File: config.mk
export PLATFORM = sky130hd
export DESIGN_NAME = bpl_cell
export DESIGN_NICKNAME = d
export VERILOG_FILES = /design/src/rtl/bpl_pkg.sv /design/src/rtl/bpl_cell.sv
export SDC_FILE = /design/constraint.sdc
export NUM_CORES = 1
export LEC_CHECK = 0
export BUFFER_PORTS_ARGS = -buffer_cell sky130_fd_sc_hd__buf_2
export CAP_MARGIN = 10
export CORE_AREA = 2 2 101 103
export DETAILED_ROUTE_END_ITERATION = 8
export DIE_AREA = 0 0 103 105
export HOLD_SLACK_MARGIN = 0.05
export PLACE_DENSITY = 0.73
export SLEW_MARGIN = 20
export SYNTH_ARGS = -nofsm -noshare
export SYNTH_HDL_FRONTEND = slang
export SYNTH_SLANG_ARGS = --single-unit
File: constraint.sdc
create_clock -name clk -period 4.6 [get_ports clk]
set_input_delay 0.23 -clock clk [delete_from_list [all_inputs] [get_ports clk]]
set_output_delay 0.23 -clock clk [all_outputs]
set_load 0.005 [all_outputs]
File: src/rtl/bpl_pkg.sv
package bpl_pkg;

  localparam int DEPTH    = 256;
  localparam int IDX_W    = $clog2(DEPTH);
  localparam int CNT_W    = $clog2(DEPTH + 1);
  localparam int HANDLE_W = 32;
  localparam int BYTES_W  = 16;
  localparam int FUNC_W   = 4;
  localparam int POS_W    = 16;
  localparam int NCAP_W   = 16;
  localparam int STAT_W   = 3;
  localparam int LEN_W    = 9;
  localparam int CFG_W    = 9;
  localparam int GRP      = 16;
  localparam int NGRP     = (DEPTH + GRP - 1) / GRP;

  localparam logic [FUNC_W-1:0] F_INS_FIRST = 4'd0;
  localparam logic [FUNC_W-1:0] F_INS_LAST  = 4'd1;
  localparam logic [FUNC_W-1:0] F_INS_AT    = 4'd2;
  localparam logic [FUNC_W-1:0] F_EXT_FIRST = 4'd3;
  localparam logic [FUNC_W-1:0] F_EXT_LAST  = 4'd4;
  localparam logic [FUNC_W-1:0] F_EXT_AT    = 4'd5;
  localparam logic [FUNC_W-1:0] F_RD_FIRST  = 4'd6;
  localparam logic [FUNC_W-1:0] F_RD_LAST   = 4'd7;
  localparam logic [FUNC_W-1:0] F_RD_AT     = 4'd8;
  localparam logic [FUNC_W-1:0] F_CLEAR     = 4'd9;
  localparam logic [FUNC_W-1:0] F_RESIZE    = 4'd10;

  localparam logic [STAT_W-1:0] ST_OK     = 3'd0;
  localparam logic [STAT_W-1:0] ST_NULL   = 3'd1;
  localparam logic [STAT_W-1:0] ST_ZERO   = 3'd2;
  localparam logic [STAT_W-1:0] ST_FULL   = 3'd3;
  localparam logic [STAT_W-1:0] ST_EMPTY  = 3'd4;
  localparam logic [STAT_W-1:0] ST_EXCEED = 3'd5;

  typedef struct packed {
    logic [FUNC_W-1:0]   func;
    logic [HANDLE_W-1:0] data_handle;
    logic [BYTES_W-1:0]  byte_count;
    logic [POS_W-1:0]    position;
    logic [NCAP_W-1:0]   new_capacity;
  } in_item_t;

  typedef struct packed {
    logic [STAT_W-1:0]   status;
    logic [HANDLE_W-1:0] out_handle;
    logic [BYTES_W-1:0]  out_bytes;
    logic [LEN_W-1:0]    list_length;
    logic                list_empty;
    logic                list_full;
    logic [LEN_W-1:0]    list_capacity;
  } out_item_t;

  typedef struct packed {
    logic [HANDLE_W-1:0] handle;
    logic [BYTES_W-1:0]  bytes;
  } entry_t;

  // broadcast to every cell
  typedef struct packed {
    logic             ins;
    logic             rem;
    logic [IDX_W-1:0] pos;
    entry_t           ent;
  } cell_ctl_t;

  typedef enum logic [1:0] {
    S_IDLE,
    S_GATHER,
    S_APPLY
  } state_t;

endpackage

File: src/rtl/bpl_cell.sv
module bpl_cell import bpl_pkg::*; (
  input  logic             clk,
  input  logic [IDX_W-1:0] idx,
  input  cell_ctl_t        ctl,
  input  entry_t           left_ent,
  input  entry_t           right_ent,
  output entry_t           ent,
  output entry_t           hit
);

  entry_t ent_r;
  entry_t ent_nxt;

  always_comb begin
    ent_nxt = ent_r;
    if (ctl.ins) begin
      if (idx > ctl.pos) begin
        ent_nxt = left_ent;
      end else if (idx == ctl.pos) begin
        ent_nxt = ctl.ent;
      end
    end else if (ctl.rem) begin
      if (idx >= ctl.pos) begin
        ent_nxt = right_ent;
      end
    end
  end

  always_ff @(posedge clk) begin
    ent_r <= ent_nxt;
  end

  assign ent = ent_r;
  // only the addressed cell drives its contents into the read tree
  assign hit = (idx == ctl.pos) ? ent_r : '0;

endmodule

* Word level (Yosys, flattened, before mapping)
Index checks and enable logic that the tools add are counted.
** Operators by class
- Order comparisons :: 2
- Reductions and logical operators :: 3
- Equal/unequal tests :: 2
- Muxes and demuxes :: 6
** Operator list (count)
- 48-bit 2-to-1 mux :: 6
- 8-bit equality test :: 1
- 8-bit greater-or-equal comparator :: 1
- 8-bit > comparator :: 1
- 2-bit nonzero test :: 2
- 3-bit by 1-bit != test with 1-bit output (second input constant) :: 1
- 3-bit AND reduction :: 1
** Storage, ports and cells
- Logic and storage cells :: 15
- Input bits :: 163
- Flip-flop bits (word level) :: 48
- Output and inout bits :: 96

* Logic depth before layout (Yosys ltp)
Gate-level depths: netlist (run 1).
- Word-level depth :: 4
- Mapped depth :: 9
- Depth with buffers taken out :: 7

* Least setup slack after synthesis (run 1)
OpenSTA, ideal clock, no wires.
- Kind :: in2reg
- Start point :: input port ctl[55] (netlist bit)
- End point :: register ent_r (netlist bit ent[0]) (enable)
- Arrival time :: 3.239 ns
- Slack :: 0.908 ns
- Data required time :: 4.146 ns
- Cell stages on the path :: 7
- Setup time :: 0.454 ns
- Buffers on the path :: 1
- Cells stage by stage :: inv_1 > ha_1 > nand4_4 > nor2_4 > clkbuf_1 > nor4_1 > nor2_1
** On the way
- Longest elaborated chain between the ends :: 3
** RTL lines
- start, declared :: line bpl_cell.sv:4 : input cell_ctl_t ctl,
- 8-bit > comparator (tied with other cells) :: line bpl_cell.sv:17 : if (idx > ctl.pos) begin
- 3-bit by 1-bit != test with 1-bit output (no source line) / 2-bit nonzero test (equally long branches)
- 3-bit AND reduction (no source line) (*)
- end signal, assigned :: line bpl_cell.sv:30 : ent_r <= ent_nxt;
- end, declared :: line bpl_cell.sv:11 : entry_t ent_r;
Every way passes the cells marked *; elsewhere a longest branch is shown, timed or not.
A chain may end at the register's enable or synchronous reset.

* Worst setup path after layout (run 1)
- Start point :: input port ctl[55] (netlist bit)
- End point :: register ent_r (netlist bit ent[16]) (enable)
The elaborated chain is that of the path after synthesis.

==> flow_summary_export.csv, run 1 <==
group,metric,value,unit
drt,drtAntennaViolNets,0,
sta,finalMaxSlewViolations,0,
floorplanning,fp.dieH,105,microns
placed_design,dp_hpwl,8540,microns
global_routing,grt_pass1_vias,3422,
drt,drcViolationCount,0,
min_path,hold_end,"ent[21]",
cells_and_area,diodes,0,
synthesis,yosysSeqAreaShare,45.5,%
drt,first_pass_iters,5,
synthesis,synth_top_area_cell,"edfxtp_1",
critical_path,worst_setup_path_end_kind,"flip-flop",
critical_path,critPathLaunchType,"input port",
sta,worst_pin_slew,0.930,ns
sta,hold_viol,0,
power,combPwrFrac,28.4,%
global_routing,grt_pass1_wl,17000,microns
outcome,outcome,"completed",
global_routing,grtUsageTotal,20.1,%
clock_network,cts-buffers-inserted,5,
floorplanning,fp.dieW,103,microns
synthesis,synth_area_leaders,"edfxtp_1 (46%), a31oi_1 (9.5%), and2_1 (9.5%), nand3_1 (7.6%), nor2_1 (5.9%)",
drt,drtIter0Drc,176,
clock_network,ctsResizeCount,0,
critical_path,cp.required,4.57,ns
cells_and_area,drive_gt1_share,47.4,%
cells_and_area,syn2layout_area_growth,45.2,%
sta,fmax,0.384,GHz
synthesis,synth_warnings,0,
placed_design,portBuffers,258,
sta,holdWs,0.280,ns
power,switching_share,29.8,%
floorplanning,ios,259,
synthesis,synthCells,357,
drt,routed_wl,11400,microns
drt,vias,3720,
synthesis,synth-seq-cells,48,
synthesis,syn_avg_cell_area,8.87,sq um
power,cellPowerDensity,255,nW/um^2
synthesis,synth_top_area_share,45.5,%
drt,viasPerCell,5.12,
placed_design,place.gp.congestion,0.875,
min_path,min_path_type,"in2reg",
power,p_total,0.00117,W
floorplanning,core,9640,sq um
clock_network,holdBufCountCts,0,
global_routing,grt_overflow,0,
power,power_frac_clock,20.0,%
power,ir_drop,133,uV
job,max-cap-violations,0,
cells_and_area,fin_util,47.7,%
cells_and_area,final_cell_mix,"buf_2 (258), nor2_1 (49)",
power,power_frac_seq,51.6,%
synthesis,synth.distinct_cells,25,
global_routing,grt_max_degree,97,
sta,setup_viol,0,
synthesis,netlist_area,3170,sq um
sta,rsz0062_at_grt,"false",
critical_path,crit_arrival,2.57,ns
power,switchingPower,0.000349,W
clock_network,postCtsSetupBuffers,0,
critical_path,critPathKind,"in2reg",
drt,wire_per_inst,15.7,microns
critical_path,worstPathMaxFanout,51,
power,p_leak,2.23,nW
critical_path,critical_path.slowest_cell,"nor2_4",
floorplanning,std_cell_rows,36,
sta,period_needed,2.61,ns
global_routing,antenna_found_initial,0,
min_path,min_from,"right_ent[21]",
clock_network,clkSinkCount,48,
sta,period_share,56.7,%
cells_and_area,num-nets-final,763,
min_path,min_path_cells,3,
floorplanning,die_area,10800,sq um
critical_path,critPathMaxStageDelay,0.57,ns
cells_and_area,largest_reg_flops,48,
synthesis,syn_nets,528,
critical_path,crit_chain,"buf_2 -> inv_1 -> ha_1 -> nand4_4 -> nor2_4 -> buf_4 -> nor4_1 -> nor2_4 -> buf_4",
power,intPower,0.000822,W
clock_network,tritoncts,"yes",
clock_network,cts_root_buffer,"clkbuf_8",
sta,slew_headroom,38.0,%
sta,finalSetupTns,0,ns
cells_and_area,final_common_cell,"buf_2",
clock_network,htreeDepth,2,
clock_network,clkTransAtPathRegs,0.08,ns
clock_network,cts_max_path_buffers,2,
floorplanning,start_util,32.8,%
-- kinds of logic (layout without fill, tap and decap cells) --
logic type                 after synthesis  count (layout)  share of synthesized area [%]
AOI/OAI and AO/OA                      105             105                           19.7
DFF                                     48              48                           45.5
adders and majority gates                8               8                           3.16
and+or+nand+nor                        152             152                           25.1
buffers and inverters                   44             280                           6.52
-- worst max-delay path: cells and delay by family --
family                   cells  cell delay [ns]
buffers and inverters        4             0.94
AND/OR/NAND/NOR              4             1.06
adder cells (fa/ha/maj)      1             0.33
-- worst max-delay path by stage --
stage               depth (start not counted)       to  startpoint
finish                                      9  ent[16]     ctl[55]
global route                                9  ent[47]     ctl[53]
CTS                                         9  ent[16]     ctl[55]
detailed placement                          9  ent[47]     ctl[55]
global placement                            9  ent[47]     ctl[53]
floorplan                                   7   ent[0]     ctl[55]
-- Yosys cell counts --
master / n
o22a_1: 1
nor4_1: 1
a211o_2: 1
nand4_2: 1
and2b_1: 1
nand3_1: 48
a211oi_2: 2
nand4_4: 1
a21oi_1: 2
o21ai_1: 20
inv_1: 8
o21ai_0: 29
o211ai_2: 1
nor2_4: 1
clkbuf_1: 22
buf_2: 6
nor2_1: 50
edfxtp_1: 48
o22ai_2: 1
ha_1: 8
buf_4: 7
nor2_2: 1
a31oi_1: 48
buf_6: 1
and2_1: 48
-- power by group through the flow --
stage                     combinational (W)  clock [W]  sequential [W]
after detailed placement           0.000334          0        0.000615
after CTS                          0.000334   0.000247        0.000605
after global placement             0.000325          0        0.000613
after floorplan                    0.000152          0        0.000612
after global routing               0.000369   0.000260        0.000612
final                              0.000333   0.000234        0.000604
-- stage by stage --
stage	area, sq um	setup slack (ns)	std cells
finish	4600	1.99	726
global route	4600	1.77	726
CTS	4600	1.91	726
detailed placement	4510	1.59	718
global placement	4510	1.77	718
floorplan	3170	0.908	357
-- metal layers --
layer | GRT usage (%) | vias to the layer above | routed length [microns]
met3 | 3.01 | 16 | 932
met2 | 35.1 | 227 | 5890
li1 | - | 1768 | -
met5 | 0 | - | 0
met1 | 25.1 | 1709 | 4390
met4 | 5.83 | 0 | 177
-- final cells by class --
cell class | instances | area (sq um)
Timing Repair Buffer | 264 | 1340
Sequential cell | 48 | 1440
Clock buffer | 5 | 68.8
Multi-Input combinational cell | 265 | 1540
Inverter | 8 | 30.0
Tap cell | 133 | 166
Fill cell | 933 | 5040
Clock inverter | 3 | 13.8
Power figures use the tool's default switching activity.
==> inputs of run 2 (changes only) <==
==> constraint.sdc (replaced) <==
create_clock -name clk -period 2.65 [get_ports clk]
set_input_delay 0.1325 -clock clk [delete_from_list [all_inputs] [get_ports clk]]
set_output_delay 0.1325 -clock clk [all_outputs]
set_load 0.005 [all_outputs]
==> run 2 against run 1 <==
Against the previous run: first-iteration DRC count is 53% higher; die area stayed put; highest routed layer unchanged; clock-buffer cell count is 1 higher; combinational power is 76% higher; global-route usage is 0.31 points lower; flip-flop and latch count stayed put; wire length is 1.6% lower; design area is 1.8% higher; non-clock buffer count is 6 higher.
==> flow_summary_export.csv, run 2 (same netlist as run 1, synthesis figures left out) <==
group,metric,value,unit
clock_network,cts_root_buffer,"clkbuf_8",
floorplanning,fp.dieW,103,microns
floorplanning,die_area,10800,sq um
drt,routed_wl,11200,microns
clock_network,clkSinkCount,48,
power,power_frac_clock,24.1,%
floorplanning,start_util,32.8,%
critical_path,critPathLaunchType,"input port",
critical_path,critPathMaxStageDelay,0.33,ns
cells_and_area,final_cell_mix,"buf_2 (258), nor2_1 (49)",
clock_network,cts-buffers-inserted,5,
critical_path,worstPathMaxFanout,29,
floorplanning,fp.dieH,105,microns
floorplanning,std_cell_rows,36,
cells_and_area,largest_reg_flops,48,
global_routing,grt_overflow,0,
cells_and_area,final_common_cell,"buf_2",
placed_design,dp_hpwl,8560,microns
sta,finalSetupTns,0,ns
power,power_frac_seq,48.7,%
power,combPwrFrac,27.2,%
clock_network,clkTransAtPathRegs,0.09,ns
clock_network,htreeDepth,2,
min_path,min_path_type,"in2reg",
critical_path,cp.required,2.67,ns
power,cellPowerDensity,459,nW/um^2
sta,slew_headroom,66.1,%
placed_design,place.gp.congestion,0.839,
power,p_leak,2.27,nW
floorplanning,ios,259,
drt,drcViolationCount,0,
critical_path,crit_chain,"buf_2 -> inv_1 -> ha_1 -> nand4_4 -> nor2_4 -> buf_4 -> a211oi_4 -> buf_4 -> o21ai_0 -> a31oi_1",
global_routing,grt_pass1_wl,16800,microns
drt,viasPerCell,5.04,
clock_network,cts_max_path_buffers,2,
floorplanning,core,9640,sq um
sta,finalMaxSlewViolations,0,
critical_path,critical_path.slowest_cell,"ha_1",
power,ir_drop,318,uV
sta,setup_viol,0,
sta,hold_viol,0,
cells_and_area,multi_input_area,1540,sq um
clock_network,holdBufCountCts,0,
critical_path,critPathMostFrequentCell,"buf_4",
drt,drtIter0Drc,269,
critical_path,crit_arrival,1.83,ns
clock_network,ctsResizeCount,0,
sta,fmax,0.554,GHz
sta,worst_pin_slew,0.508,ns
critical_path,critPathKind,"in2reg",
global_routing,antenna_found_initial,0,
global_routing,grt_pass1_vias,3472,
clock_network,tritoncts,"yes",
power,switchingPower,0.000613,W
drt,first_pass_iters,5,
cells_and_area,syn2layout_area_growth,47.8,%
min_path,min_path_cells,3,
power,intPower,0.00154,W
cells_and_area,diodes,0,
sta,rsz0062_at_grt,"false",
cells_and_area,regArea,1440,sq um
placed_design,portBuffers,258,
job,max-cap-violations,0,
drt,vias,3690,
critical_path,worst_setup_path_end_kind,"flip-flop",
drt,wire_per_inst,15.3,microns
power,switching_share,28.5,%
global_routing,grt_max_degree,53,
cells_and_area,nFillCells,956,
drt,drtAntennaViolNets,0,
sta,holdWs,0.179,ns
sta,period_needed,1.81,ns
outcome,outcome,"completed",
cells_and_area,num-nets-final,769,
cells_and_area,drive_gt1_share,47.9,%
sta,period_share,68.1,%
clock_network,postCtsSetupBuffers,0,
global_routing,grtUsageTotal,19.8,%
[run 2: cell types whose count changed in the layout (fill, tap and decap cells not counted), sizes merged]
cell    before  now
bufinv       0    1
clkbuf       5    6
clkinv       3    1
buf        264  270
[run 2: through the flow]
stage	instances	util [%]	total power, W	area, sq um	setup WS (ns)
final	732	48.5	0.00215	4680	0.845
after global routing	732	48.5	0.00228	4680	0.698
after CTS	732	48.5	0.00217	4680	0.835
after detailed placement	724	47.4	0.00165	4570	0.515
after global placement	724	47.4	0.00164	4570	0.620
after floorplan	357	-	0.00132	3170	0.365
[run 2: area by class of cell]
type | instances | area share (%)
clock buffer | 6 | 1.55
clock inverter | 2 | 0.749
inverter | 8 | 0.642
multi-input combinational | 265 | 32.9
sequential | 48 | 30.8
tap | 133 | 3.56
timing repair buffer | 270 | 29.8
[run 2: critical path, delay by kind of cell]
family | cells | cell delay, ns
buf+inv | 4 | 0.63
compound gates | 3 | 0.38
simple gates | 2 | 0.37
fa+ha+maj | 1 | 0.33
[run 2: path summary, 6_finish.rpt]
check                         start  slack [ns]  endpoint
worst max-delay path        ctl[54]        0.84    ent[8]
worst min-delay path  right_ent[45]        0.18   ent[45]
[run 2: power groups by stage]
stage	Combinational, W	Sequential [W]	Clock, W
finish	0.000585	0.00105	0.000518
global route	0.000648	0.00106	0.000569
CTS	0.000587	0.00105	0.000538
detailed placement	0.000585	0.00106	0
global placement	0.000573	0.00106	0
floorplan	0.000266	0.00106	0
[run 2: layer usage]
| layer | wire length, microns | vias to the layer above | global-route usage [%] |
|---|---|---|---|
| li1 | - | 1781 | - |
| met1 | 4310 | 1719 | 24.1 |
| met2 | 5890 | 172 | 35.0 |
| met3 | 820 | 18 | 3.75 |
| met4 | 187 | 0 | 5.36 |
| met5 | 0 | - | 0 |
